===== config.mk =====
export PLATFORM = sky130hd
export DESIGN_NAME = modular_exponentiation_64
export DESIGN_NICKNAME = d
export VERILOG_FILES = /design/src/design/mexp_pkg.sv /design/src/design/mexp_mulmod.sv /design/src/design/modular_exponentiation_64.sv
export SDC_FILE = /design/constraint.sdc
export NUM_CORES = 1
export LEC_CHECK = 0
export BUFFER_PORTS_ARGS = -buffer_cell sky130_fd_sc_hd__buf_2
export CAP_MARGIN = 20
export CORE_MARGIN = 1.5
export CORE_UTILIZATION = 35
export CTS_CLUSTER_DIAMETER = 100
export DETAILED_ROUTE_END_ITERATION = 12
export PLACE_DENSITY_LB_ADDON = 0.08
export SYNTH_ARGS = -nofsm -noshare
export SYNTH_HDL_FRONTEND = slang
export SYNTH_SLANG_ARGS = --single-unit

===== constraint.sdc =====
create_clock -name clk -period 21.8 [get_ports clk]
set_input_delay 2.18 -clock clk [delete_from_list [all_inputs] [get_ports clk]]
set_output_delay 2.18 -clock clk [all_outputs]
set_load 0.03 [all_outputs]

===== src/design/mexp_pkg.sv =====
`timescale 1ns / 1ps

package mexp_pkg;

  // default operand width, 8 to 64 bits
  localparam int OPERAND_WIDTH_DEFAULT = 64;

  // reset value of the modulus, 2^64 - 59
  localparam logic [63:0] DEFAULT_MODULUS = 64'hFFFF_FFFF_FFFF_FFC5;

  // register index port
  localparam int CFG_INDEX_W = 2;
  localparam logic [CFG_INDEX_W-1:0] REG_MODULUS  = 2'd0;
  localparam logic [CFG_INDEX_W-1:0] REG_EXPONENT = 2'd1;

  // sequencer states
  localparam int STATE_W = 3;
  localparam logic [STATE_W-1:0] S_IDLE   = 3'd0;
  localparam logic [STATE_W-1:0] S_REDUCE = 3'd1;
  localparam logic [STATE_W-1:0] S_STEP   = 3'd2;
  localparam logic [STATE_W-1:0] S_MUL    = 3'd3;
  localparam logic [STATE_W-1:0] S_SQR    = 3'd4;

endpackage


===== src/design/mexp_mulmod.sv =====
`timescale 1ns / 1ps

// Bit-serial modular multiplier: product = a * b mod m.
// Scans b MSB first, one bit per cycle: acc = 2*acc + bit*a, then reduce.
// Needs acc < m and a < m; b may be any value (a = 1 gives b mod m).
module mexp_mulmod #(
  parameter int OPERAND_WIDTH = mexp_pkg::OPERAND_WIDTH_DEFAULT
) (
  input  logic                     clk,
  input  logic                     rst,
  input  logic                     start,
  input  logic [OPERAND_WIDTH-1:0] a,
  input  logic [OPERAND_WIDTH-1:0] b,
  input  logic [OPERAND_WIDTH-1:0] m,
  output logic                     done,
  output logic [OPERAND_WIDTH-1:0] product
);

  localparam int W     = OPERAND_WIDTH;
  localparam int CNT_W = $clog2(W);

  logic             run;
  logic [CNT_W-1:0] cnt;
  logic [W-1:0]     acc;
  logic [W-1:0]     a_q;
  logic [W-1:0]     m_q;
  logic [W-1:0]     b_sh;

  logic [W+1:0] sum;
  logic [W+1:0] m1;
  logic [W+1:0] m2;
  logic [W-1:0] acc_next;

  // sum < 3m, so at most two subtractions of m
  always_comb begin
    sum = {1'b0, acc, 1'b0} + {2'b00, (b_sh[W-1] ? a_q : {W{1'b0}})};
    m1  = {2'b00, m_q};
    m2  = {1'b0, m_q, 1'b0};
    if (sum >= m2) begin
      acc_next = W'(sum - m2);
    end else if (sum >= m1) begin
      acc_next = W'(sum - m1);
    end else begin
      acc_next = W'(sum);
    end
  end

  always_ff @(posedge clk) begin
    if (rst) begin
      run  <= 1'b0;
      done <= 1'b0;
      cnt  <= '0;
    end else begin
      done <= 1'b0;
      if (start) begin
        run  <= 1'b1;
        cnt  <= CNT_W'(W - 1);
      end else if (run) begin
        cnt <= cnt - 1'b1;
        if (cnt == '0) begin
          run  <= 1'b0;
          done <= 1'b1;
        end
      end
    end
  end

  always_ff @(posedge clk) begin
    if (start) begin
      acc  <= '0;
      a_q  <= a;
      m_q  <= m;
      b_sh <= b;
    end else if (run) begin
      acc  <= acc_next;
      b_sh <= {b_sh[W-2:0], 1'b0};
    end
  end

  assign product = acc;

endmodule


===== src/design/modular_exponentiation_64.sv =====
`timescale 1ns / 1ps

// Modular exponentiation: power_result = base_value ^ secret_exponent mod modulus.
// Request channel: base_value is taken at a clock edge with start high and busy
// low. busy stays high until the result is out. The result shows on power_result
// for exactly one cycle with done high; the receiver cannot stall it. A new
// request can be taken in the cycle done is high.
// Configuration: cfg_index / cfg_data written when cfg_valid is high (cfg_ready
// is always high). Index 0 is the modulus, index 1 the exponent; other indexes
// are ignored. Write only while busy is low.
// Operation: one bit-serial modular multiplier, one operand bit per cycle. The
// base is first reduced by one multiplier pass, then the exponent is scanned
// from its low bit: each bit below the top set bit costs a square of the base
// and each one bit a multiply into the result, with a sequencing step in
// S_STEP before each pass. A zero exponent gives 1; a modulus below 2 gives 0
// in the cycle after the request.
// Reset loads modulus = 2^64 - 59 (truncated to W bits) and exponent = 0, and
// drops any request in progress.
module modular_exponentiation_64 #(
  parameter int OPERAND_WIDTH = mexp_pkg::OPERAND_WIDTH_DEFAULT
) (
  input  logic                             clk,
  input  logic                             rst,
  input  logic                             start,
  output logic                             busy,
  input  logic [OPERAND_WIDTH-1:0]         base_value,
  output logic                             done,
  output logic [OPERAND_WIDTH-1:0]         power_result,
  input  logic                             cfg_valid,
  output logic                             cfg_ready,
  input  logic [mexp_pkg::CFG_INDEX_W-1:0] cfg_index,
  input  logic [OPERAND_WIDTH-1:0]         cfg_data
);

  localparam int W = OPERAND_WIDTH;
  localparam logic [W-1:0] MOD_RESET = W'(mexp_pkg::DEFAULT_MODULUS);
  localparam logic [W-1:0] ONE       = W'(1);
  localparam logic [W-1:0] TWO       = W'(2);

  logic [W-1:0] modulus;
  logic [W-1:0] secret_exponent;

  logic [mexp_pkg::STATE_W-1:0] state;
  logic [W-1:0] exp_sh;
  logic [W-1:0] base_r;
  logic [W-1:0] acc_r;

  logic         mul_start;
  logic [W-1:0] mul_a;
  logic [W-1:0] mul_b;
  logic         mul_done;
  logic [W-1:0] mul_product;

  logic accept;
  logic mod_small;

  assign cfg_ready = 1'b1;
  assign busy      = (state != mexp_pkg::S_IDLE);
  assign accept    = start && !busy;
  assign mod_small = (modulus < TWO);

  always_ff @(posedge clk) begin
    if (rst) begin
      modulus         <= MOD_RESET;
      secret_exponent <= '0;
    end else if (cfg_valid && cfg_ready) begin
      case (cfg_index)
        mexp_pkg::REG_MODULUS:  modulus         <= cfg_data;
        mexp_pkg::REG_EXPONENT: secret_exponent <= cfg_data;
        default: ;
      endcase
    end
  end

  // multiplier operand selection
  always_comb begin
    mul_start = 1'b0;
    mul_a     = base_r;
    mul_b     = base_r;
    case (state)
      mexp_pkg::S_IDLE: begin
        // base mod m as 1 * base mod m
        mul_start = accept && !mod_small;
        mul_a     = ONE;
        mul_b     = base_value;
      end
      mexp_pkg::S_STEP: begin
        if (exp_sh[0]) begin
          mul_start = 1'b1;
          mul_a     = acc_r;
        end else begin
          mul_start = (exp_sh != '0);
        end
      end
      default: ;
    endcase
  end

  always_ff @(posedge clk) begin
    if (rst) begin
      state <= mexp_pkg::S_IDLE;
      done  <= 1'b0;
    end else begin
      done <= 1'b0;
      case (state)
        mexp_pkg::S_IDLE: begin
          if (accept) begin
            if (mod_small) begin
              done <= 1'b1;
            end else begin
              state <= mexp_pkg::S_REDUCE;
            end
          end
        end
        mexp_pkg::S_REDUCE: begin
          if (mul_done) state <= mexp_pkg::S_STEP;
        end
        mexp_pkg::S_STEP: begin
          if (exp_sh[0]) begin
            state <= mexp_pkg::S_MUL;
          end else if (exp_sh != '0) begin
            state <= mexp_pkg::S_SQR;
          end else begin
            state <= mexp_pkg::S_IDLE;
            done  <= 1'b1;
          end
        end
        mexp_pkg::S_MUL: begin
          if (mul_done) state <= mexp_pkg::S_STEP;
        end
        mexp_pkg::S_SQR: begin
          if (mul_done) state <= mexp_pkg::S_STEP;
        end
        default: state <= mexp_pkg::S_IDLE;
      endcase
    end
  end

  always_ff @(posedge clk) begin
    case (state)
      mexp_pkg::S_IDLE: begin
        if (accept) begin
          exp_sh       <= secret_exponent;
          acc_r        <= ONE;
          power_result <= '0;
        end
      end
      mexp_pkg::S_REDUCE: begin
        if (mul_done) base_r <= mul_product;
      end
      mexp_pkg::S_STEP: begin
        if (!exp_sh[0]) begin
          exp_sh <= exp_sh >> 1;
          if (exp_sh == '0) power_result <= acc_r;
        end
      end
      mexp_pkg::S_MUL: begin
        if (mul_done) begin
          acc_r     <= mul_product;
          exp_sh[0] <= 1'b0;
        end
      end
      mexp_pkg::S_SQR: begin
        if (mul_done) base_r <= mul_product;
      end
      default: ;
    endcase
  end

  mexp_mulmod #(
    .OPERAND_WIDTH(W)
  ) u_mulmod (
    .clk    (clk),
    .rst    (rst),
    .start  (mul_start),
    .a      (mul_a),
    .b      (mul_b),
    .m      (modulus),
    .done   (mul_done),
    .product(mul_product)
  );

  // a result comes only from a small-modulus request or the last exponent step
  a_done_cause: assert property (@(posedge clk) disable iff (rst)
    done |-> ($past(accept && mod_small) ||
              $past(state == mexp_pkg::S_STEP && exp_sh == '0)))
    else $error("done without a finished request");

  a_done_idle: assert property (@(posedge clk) disable iff (rst)
    done |-> !busy)
    else $error("result strobed while still busy");

  a_mul_state: assert property (@(posedge clk) disable iff (rst)
    mul_done |-> (state == mexp_pkg::S_REDUCE || state == mexp_pkg::S_MUL ||
                  state == mexp_pkg::S_SQR))
    else $error("multiplier finished outside a multiply state");

  a_small_mod: assert property (@(posedge clk) disable iff (rst)
    (accept && mod_small) |=> (done && power_result == '0))
    else $error("modulus below two did not give zero at once");

endmodule

## Word-level counts from Yosys, hierarchy flattened

Cells that the tools add are included.

| storage, ports and cells | value |
|---|---|
| register bits after elaboration | 652 |
| output and inout bits | 67 |
| logic and storage cells | 99 |
| input bits | 134 |

| cells by class | value |
|---|---|
| magnitude comparators | 3 |
| bitwise operators | 1 |
| equal/unequal tests | 11 |
| muxes and demuxes | 39 |
| reduce and logical (&&, ||, !) cells | 25 |
| add/subtract/negate cells | 4 |

Operators by type and width:

| operator | number |
|---|---|
| 2-to-1 mux 64 bit | 14 |
| one-hot mux 64 bit (2 select lines) | 3 |
| subtractor 64 bit | 2 |
| one-hot mux 63 bit (2 select lines) | 1 |
| adder 65 x 64 -> 66 bit | 1 |
| >= comparator 66 x 64 -> 1 bit | 1 |
| >= comparator 66 x 65 -> 1 bit | 1 |
| logical NOT 64 bit | 1 |
| < comparator 64 x 2 -> 1 bit, second input constant | 1 |
| nonzero test 64 bit | 1 |
| 2-to-1 mux 3 bit | 5 |
| 2-to-1 mux 6 bit | 2 |
| AND reduction 3 bit | 4 |
| 2-to-1 mux 1 bit | 10 |
| one-hot mux 3 bit (3 select lines) | 1 |
| inequality test 2 bit, second input constant | 4 |
| == test 3 x 2 -> 1 bit, second input constant | 2 |
| logical NOT 6 bit | 1 |
| AND reduction 2 bit | 3 |
| nonzero test 2 bit | 3 |
| nonzero test 3 bit | 2 |
| OR reduction 3 bit | 2 |
| subtractor 6 x 1 -> 6 bit, second input constant | 1 |
| inequality test 2 x 1 -> 1 bit, second input constant | 2 |
| other kinds (12) | 15 |

## Logic depth before layout (Yosys ltp)

| logic depth | value |
|---|---|
| depth after elaboration | 6 |
| depth in mapped cells | 30 |
| gate-level depth less buffers | 27 |

## Cells and area by module

A second synthesis with hierarchy kept.

| unflattened totals | value |
|---|---|
| cell total of the unflattened synthesis | 3,873 |
| area total of the unflattened synthesis | 38,351.8 µm² |

By module, submodules not included:

| module | sequential area each (µm²) | instances | cells each | area each (µm²) |
|---|---|---|---|---|
| mexp_mulmod | 7,206.9 | 1 | 2,522 | 22,193.8 |
| modular_exponentiation_64 | 10,329.9 | 1 | 1,351 | 16,158.0 |

## Worst setup path before layout

OpenSTA, ideal clock, no wires.

| timing path | value |
|---|---|
| path kind | reg-to-reg |
| start point | register state[2] (netlist bit) |
| end point | register power_result[0], enable pin |
| required time | 21.373 ns |
| path buffers | 2 |
| period minus slack after synthesis | 7.705 ns |
| data arrival time | 7.278 ns |
| setup time | 0.427 ns |
| slack | 14.095 ns |
| stages on the path, launching flop included | 7 |
| cell sequence | dfxtp_1 > clkbuf_1 > nor2_1 > nand2_1 > clkbuf_1 > o21ai_0 > o21a_1 |

| between the ends | value |
|---|---|
| longest elaborated chain between the ends | 5 |
| elaborated cells on any way between the ends | 10 |
| classes of those cells | 4 x eq/ne; 6 x reduce/logical |

RTL lines:

| item | RTL line | source |
|---|---|---|
| from (decl) | modular_exponentiation_64.sv:43 | `logic [mexp_pkg::STATE_W-1:0] state;` |
| from (signal assigned) | modular_exponentiation_64.sv:101 | `state <= mexp_pkg::S_IDLE;` |
| from (signal assigned) | modular_exponentiation_64.sv:111 | `state <= mexp_pkg::S_REDUCE;` |
| from (signal assigned) | modular_exponentiation_64.sv:116 | `if (mul_done) state <= mexp_pkg::S_STEP;` |
| nonzero test 3 bit | modular_exponentiation_64.sv:58 | `assign busy = (state != mexp_pkg::S_IDLE);` |
| logical NOT 1 bit | modular_exponentiation_64.sv:59 | `assign accept = start && !busy;` |
| logical AND 1 bit | modular_exponentiation_64.sv:59 |  |
| inequality test 2 bit (no source line) | - |  |
| AND reduction 4 bit (no source line) (*) | - |  |
| to (signal assigned) | modular_exponentiation_64.sv:154 | `if (exp_sh == '0) power_result <= acc_r;` |
| to (decl) | modular_exponentiation_64.sv:28 | `output logic [OPERAND_WIDTH-1:0] power_result,` |

Every way passes the cells marked *; elsewhere a longest branch is shown, timed or not.
A chain may end at the register's enable or synchronous reset.

## Worst setup path after layout

| timing path | value |
|---|---|
| start point | register u_mulmod.b_sh[63] |
| end point | register u_mulmod.acc[60] (netlist: u_mulmod.product[60]) |

| between the ends | value |
|---|---|
| longest elaborated chain between the ends | 5 |
| elaborated cells on any way between the ends | 8 |
| classes of those cells | 3 x add/sub; 2 x order compare; 3 x mux |

RTL lines:

| item | RTL line | source |
|---|---|---|
| from (decl) | mexp_mulmod.sv:27 | `logic [W-1:0] b_sh;` |
| from (signal assigned) | mexp_mulmod.sv:76 | `b_sh <= {b_sh[W-2:0], 1'b0};` |
| 2-to-1 mux 64 bit (*) | mexp_mulmod.sv:36 | `sum = {1'b0, acc, 1'b0} + {2'b00, (b_sh[W-1] ? a_q : {W{1'b0}})};` |
| adder 65 x 64 -> 66 bit (*) | mexp_mulmod.sv:36 |  |
| subtractor 64 bit or >= comparator 66 x 64 -> 1 bit (tied branches) | mexp_mulmod.sv:42, mexp_mulmod.sv:41 |  |
| 2-to-1 mux 64 bit | mexp_mulmod.sv:41 | `end else if (sum >= m1) begin` |
| 2-to-1 mux 64 bit (*) | mexp_mulmod.sv:39 | `if (sum >= m2) begin` |
| to (signal assigned) | mexp_mulmod.sv:75 | `acc <= acc_next;` |
| to (decl) | mexp_mulmod.sv:24 | `logic [W-1:0] acc;` |

Marks and branches as above.

==> qor.csv <==
metric,value,unit
post_synth_main_area_contributors,"sky130_fd_sc_hd__edfxtp_1 36%, sky130_fd_sc_hd__dfxtp_1 11%, sky130_fd_sc_hd__ha_1 6.4%, sky130_fd_sc_hd__nand2_1 5.2%, sky130_fd_sc_hd__a21oi_1 4.6%",
power.clock.fraction,0.275,
gp_weighted_congestion,0.962,
setup_ws,13790,ps
syn_inst,3984,
maxSlewViolCount,0,
dieHeight,331,µm
worstSetupEndpointType,flip-flop,
die_area,109000,µm²
finClkSkew,34.5,ps
max-clock-path-buffers,3,
cpLargestDelayFamily,compound AO/OA/AOI/OAI gates,
syn_area,37600,µm²
worst-endpoint-arrival,8530,ps
place.port_buffers,199,
pwr-share-seq,0.334,
first_global_vias,28965,
number_of_gates_resized_after_cts,0,
grt_usage,0.228,
synthDominantCellAreaShare,0.358,
drive_above_1_share,0.0955,
power.share.switching,0.395,
async_s_r_ff_share_synth,0,
synth_compound_gate_area_share,0.197,
synth_area_per_cell,9.43,µm²
clock.fmax,0.125,GHz
cts_tree,yes,
cap_viol_max_count,0,
global_route_wire_length_before_repair,188,mm
fp-row-count,120,
required,22320,ps
critPathKind,flip-flop to flip-flop,
timing.setup.tns,0,ps
worst-slew-pin-transition,1060,ps
avgViaCountPerCell,5.52,
wl_per_cell,23.0,µm
largest_net_degree_at_the_start_of_global_routing,113,
netlist_top_cells_count,"523 x sky130_fd_sc_hd__nand2_1, 448 x sky130_fd_sc_hd__edfxtp_1, 346 x sky130_fd_sc_hd__a21oi_1",
area_share_of_fa_ha_maj_cells_after_synthesis,0.0659,
total_core_area,107000,µm²
total_global_routing_overflow,0,
nNetsFinal,4388,
comb_power_share,0.391,
fp.dieW,331,µm
post_synth_mux_area_share,0.00812,
clock_tree.root_cell,sky130_fd_sc_hd__clkbuf_16,
cts.sinks,652,
critical_path.max_fanout,64,
final-setup-viol-count,0,
post_synth_and_or_nand_nor_area_fraction,0.182,
post_cts.repair.setup_buffers,0,
post_synthesis_cell_type_count,83,
cpMaxStageDelayCell,sky130_fd_sc_hd__o41ai_1,
dpl_worst_slack,13860,ps
timing.final.hold_violations,0,
antenna_found_initial,1,
ys.warnings.count,0,
worst_setup_path_start_kind,flip-flop,
dpl.hpwl,95.3,mm
post_synthesis_net_count,4314,
cts_h_tree_depth,3,
num_vias,30487,
totalWireLength,127,mm
yosys.area_share.xor_xnor,0.0420,
status,completed,
ant_nets,0,
synth_top_family_by_area,compound AO/OA/AOI/OAI gates,
power.internal,2.81,mW
period_needed,8010,ps
synthDominantAreaCellType,sky130_fd_sc_hd__edfxtp_1,
holdCritPathClass,flip-flop to flip-flop,
synth-edff-count,448,
yosys_most_used_dff,sky130_fd_sc_hd__edfxtp_1,
clkTransAtPathRegs,60,ps
dr.first_iter.drc_count,2323,
worst_skew_pair.late_latency,650,ps
total_switching_power,1.84,mW
vdd_ir_drop_max,0.0565,mV
synth_seq_cells,652,
drcViolationCount,0,
path_common_cell,sky130_fd_sc_hd__a21oi_1,
critPathMaxStageDelay,850,ps
cellLeakagePower,16.7,nW
drtPass1Iterations,5,
post-synth-top-count-cell,sky130_fd_sc_hd__nand2_1,
period_share,0.367,
critPathBufInv,4,
ios,201,
grt_setup_unrepaired,false,
ctsHoldBuffers,0,
synth-seq-area-share,0.467,
slew_headroom,0.290,
timing.reg2reg.setup_slack,13790,ps
syn_to_final_growth,12.5,%
tritoncts.num_buffers,77,
floorplan.initialDensity,0.352,
power.density,110,nW/µm²
-- stage by stage --
step	hold slack [ps]	utilization	power (mW)	instance area, µm²	std cells
global route	448	0.396	4.88	42300	5520
global placement	430	0.373	3.37	39800	5380
floorplan	401	-	2.76	37600	3984
detailed placement	428	0.373	3.35	39800	5382
finish	440	0.396	4.64	42300	5523
CTS	438	0.396	4.64	42300	5520
-- area by class of cell --
| type | count | area (µm²) |
|---|---|---|
| Timing Repair Buffer | 239 | 1290 |
| Sequential cell | 652 | 17500 |
| Inverter | 129 | 492 |
| Antenna cell | 3 | 7.51 |
| Clock inverter | 36 | 347 |
| Tap cell | 1403 | 1760 |
| Multi-Input combinational cell | 2959 | 18700 |
| Clock buffer | 102 | 2130 |
| Fill cell | 10811 | 64500 |
-- worst paths after layout --
check,from,endpoint,cells after the start
worst min-delay path,modulus[0],u_mulmod.m_q[0],0
worst min register to register,modulus[0],u_mulmod.m_q[0],0
worst max register to register,u_mulmod.b_sh[63],u_mulmod.product[60],25
worst max-delay path,u_mulmod.b_sh[63],u_mulmod.product[60],25
-- metal layers --
layer,routed length (µm),track usage
met1,65100,0.357
met2,52200,0.328
met3,6770,0.0247
met4,3020,0.0639
met5,0,0
-- placed cells by master, fill, tap and decap left out, types with 67 or more instances in the layout --
cell / n
sky130_fd_sc_hd__o21ai_0: 221
sky130_fd_sc_hd__and3_1: 90
sky130_fd_sc_hd__nor2_1: 214
sky130_fd_sc_hd__a31oi_1: 99
sky130_fd_sc_hd__dfxtp_1: 202
sky130_fd_sc_hd__clkbuf_16: 81
sky130_fd_sc_hd__nor3_1: 68
sky130_fd_sc_hd__edfxtp_1: 448
sky130_fd_sc_hd__inv_1: 123
sky130_fd_sc_hd__a21oi_1: 346
sky130_fd_sc_hd__a21o_1: 76
sky130_fd_sc_hd__nand2b_1: 83
sky130_fd_sc_hd__xnor2_1: 117
sky130_fd_sc_hd__buf_2: 200
sky130_fd_sc_hd__a22o_1: 67
sky130_fd_sc_hd__ha_1: 193
sky130_fd_sc_hd__and2_1: 134
sky130_fd_sc_hd__nand2_1: 520
sky130_fd_sc_hd__nor2b_1: 70
-- sequential cells by signal (all words and copies together), names as in the netlist --
| register | cells |
|---|---|
| u_mulmod.done | 1 |
| u_mulmod.b_sh | 64 |
| u_mulmod.cnt | 6 |
| done | 1 |
| acc_r | 64 |
| state | 3 |
| power_result | 64 |
| secret_exponent | 64 |
| u_mulmod.m_q | 64 |
| modulus | 64 |
| base_r | 64 |
| u_mulmod.run | 1 |
| u_mulmod.product | 64 |
| exp_sh | 64 |
| u_mulmod.a_q | 64 |
-- power by group through the flow --
stage / combinational (mW) / clock (mW) / sequential, mW
after detailed placement: 1.77 / 0 / 1.58
after global placement: 1.80 / 0 / 1.57
after CTS: 1.78 / 1.31 / 1.55
final: 1.82 / 1.27 / 1.55
after global routing: 1.96 / 1.35 / 1.56
after floorplan: 1.22 / 0 / 1.54
-- cells by family after synthesis --
group,count (synthesis)
and+or+nand+nor,1401
buffers and inverters,373
other,1
AOI/OAI and AO/OA,1151
muxes,30
adders and majority gates,196
DFF,652
xor gates and xnor gates,180
-- worst register-to-register path, cell delays in order (launching register included) --
cell	delay, ps
sky130_fd_sc_hd__edfxtp_1	360
sky130_fd_sc_hd__buf_4	270
sky130_fd_sc_hd__and2_1	310
sky130_fd_sc_hd__ha_1	420
sky130_fd_sc_hd__nand4_1	170
sky130_fd_sc_hd__nor3_1	210
sky130_fd_sc_hd__a21oi_1	160
sky130_fd_sc_hd__o41ai_1	850
sky130_fd_sc_hd__a21oi_1	340
sky130_fd_sc_hd__o21bai_1	410
sky130_fd_sc_hd__a31oi_1	200
sky130_fd_sc_hd__o21bai_1	210
sky130_fd_sc_hd__xor2_1	520
sky130_fd_sc_hd__ha_1	380
sky130_fd_sc_hd__nand4_1	200
sky130_fd_sc_hd__or4_1	590
sky130_fd_sc_hd__a211oi_1	290
sky130_fd_sc_hd__nor3_1	100
sky130_fd_sc_hd__a21oi_1	280
sky130_fd_sc_hd__a211oi_4	50
sky130_fd_sc_hd__buf_4	330
sky130_fd_sc_hd__inv_2	160
sky130_fd_sc_hd__buf_4	430
sky130_fd_sc_hd__mux2_2	450
sky130_fd_sc_hd__a21oi_1	140
sky130_fd_sc_hd__a21oi_1	80
(Power assumes the default switching activity.)
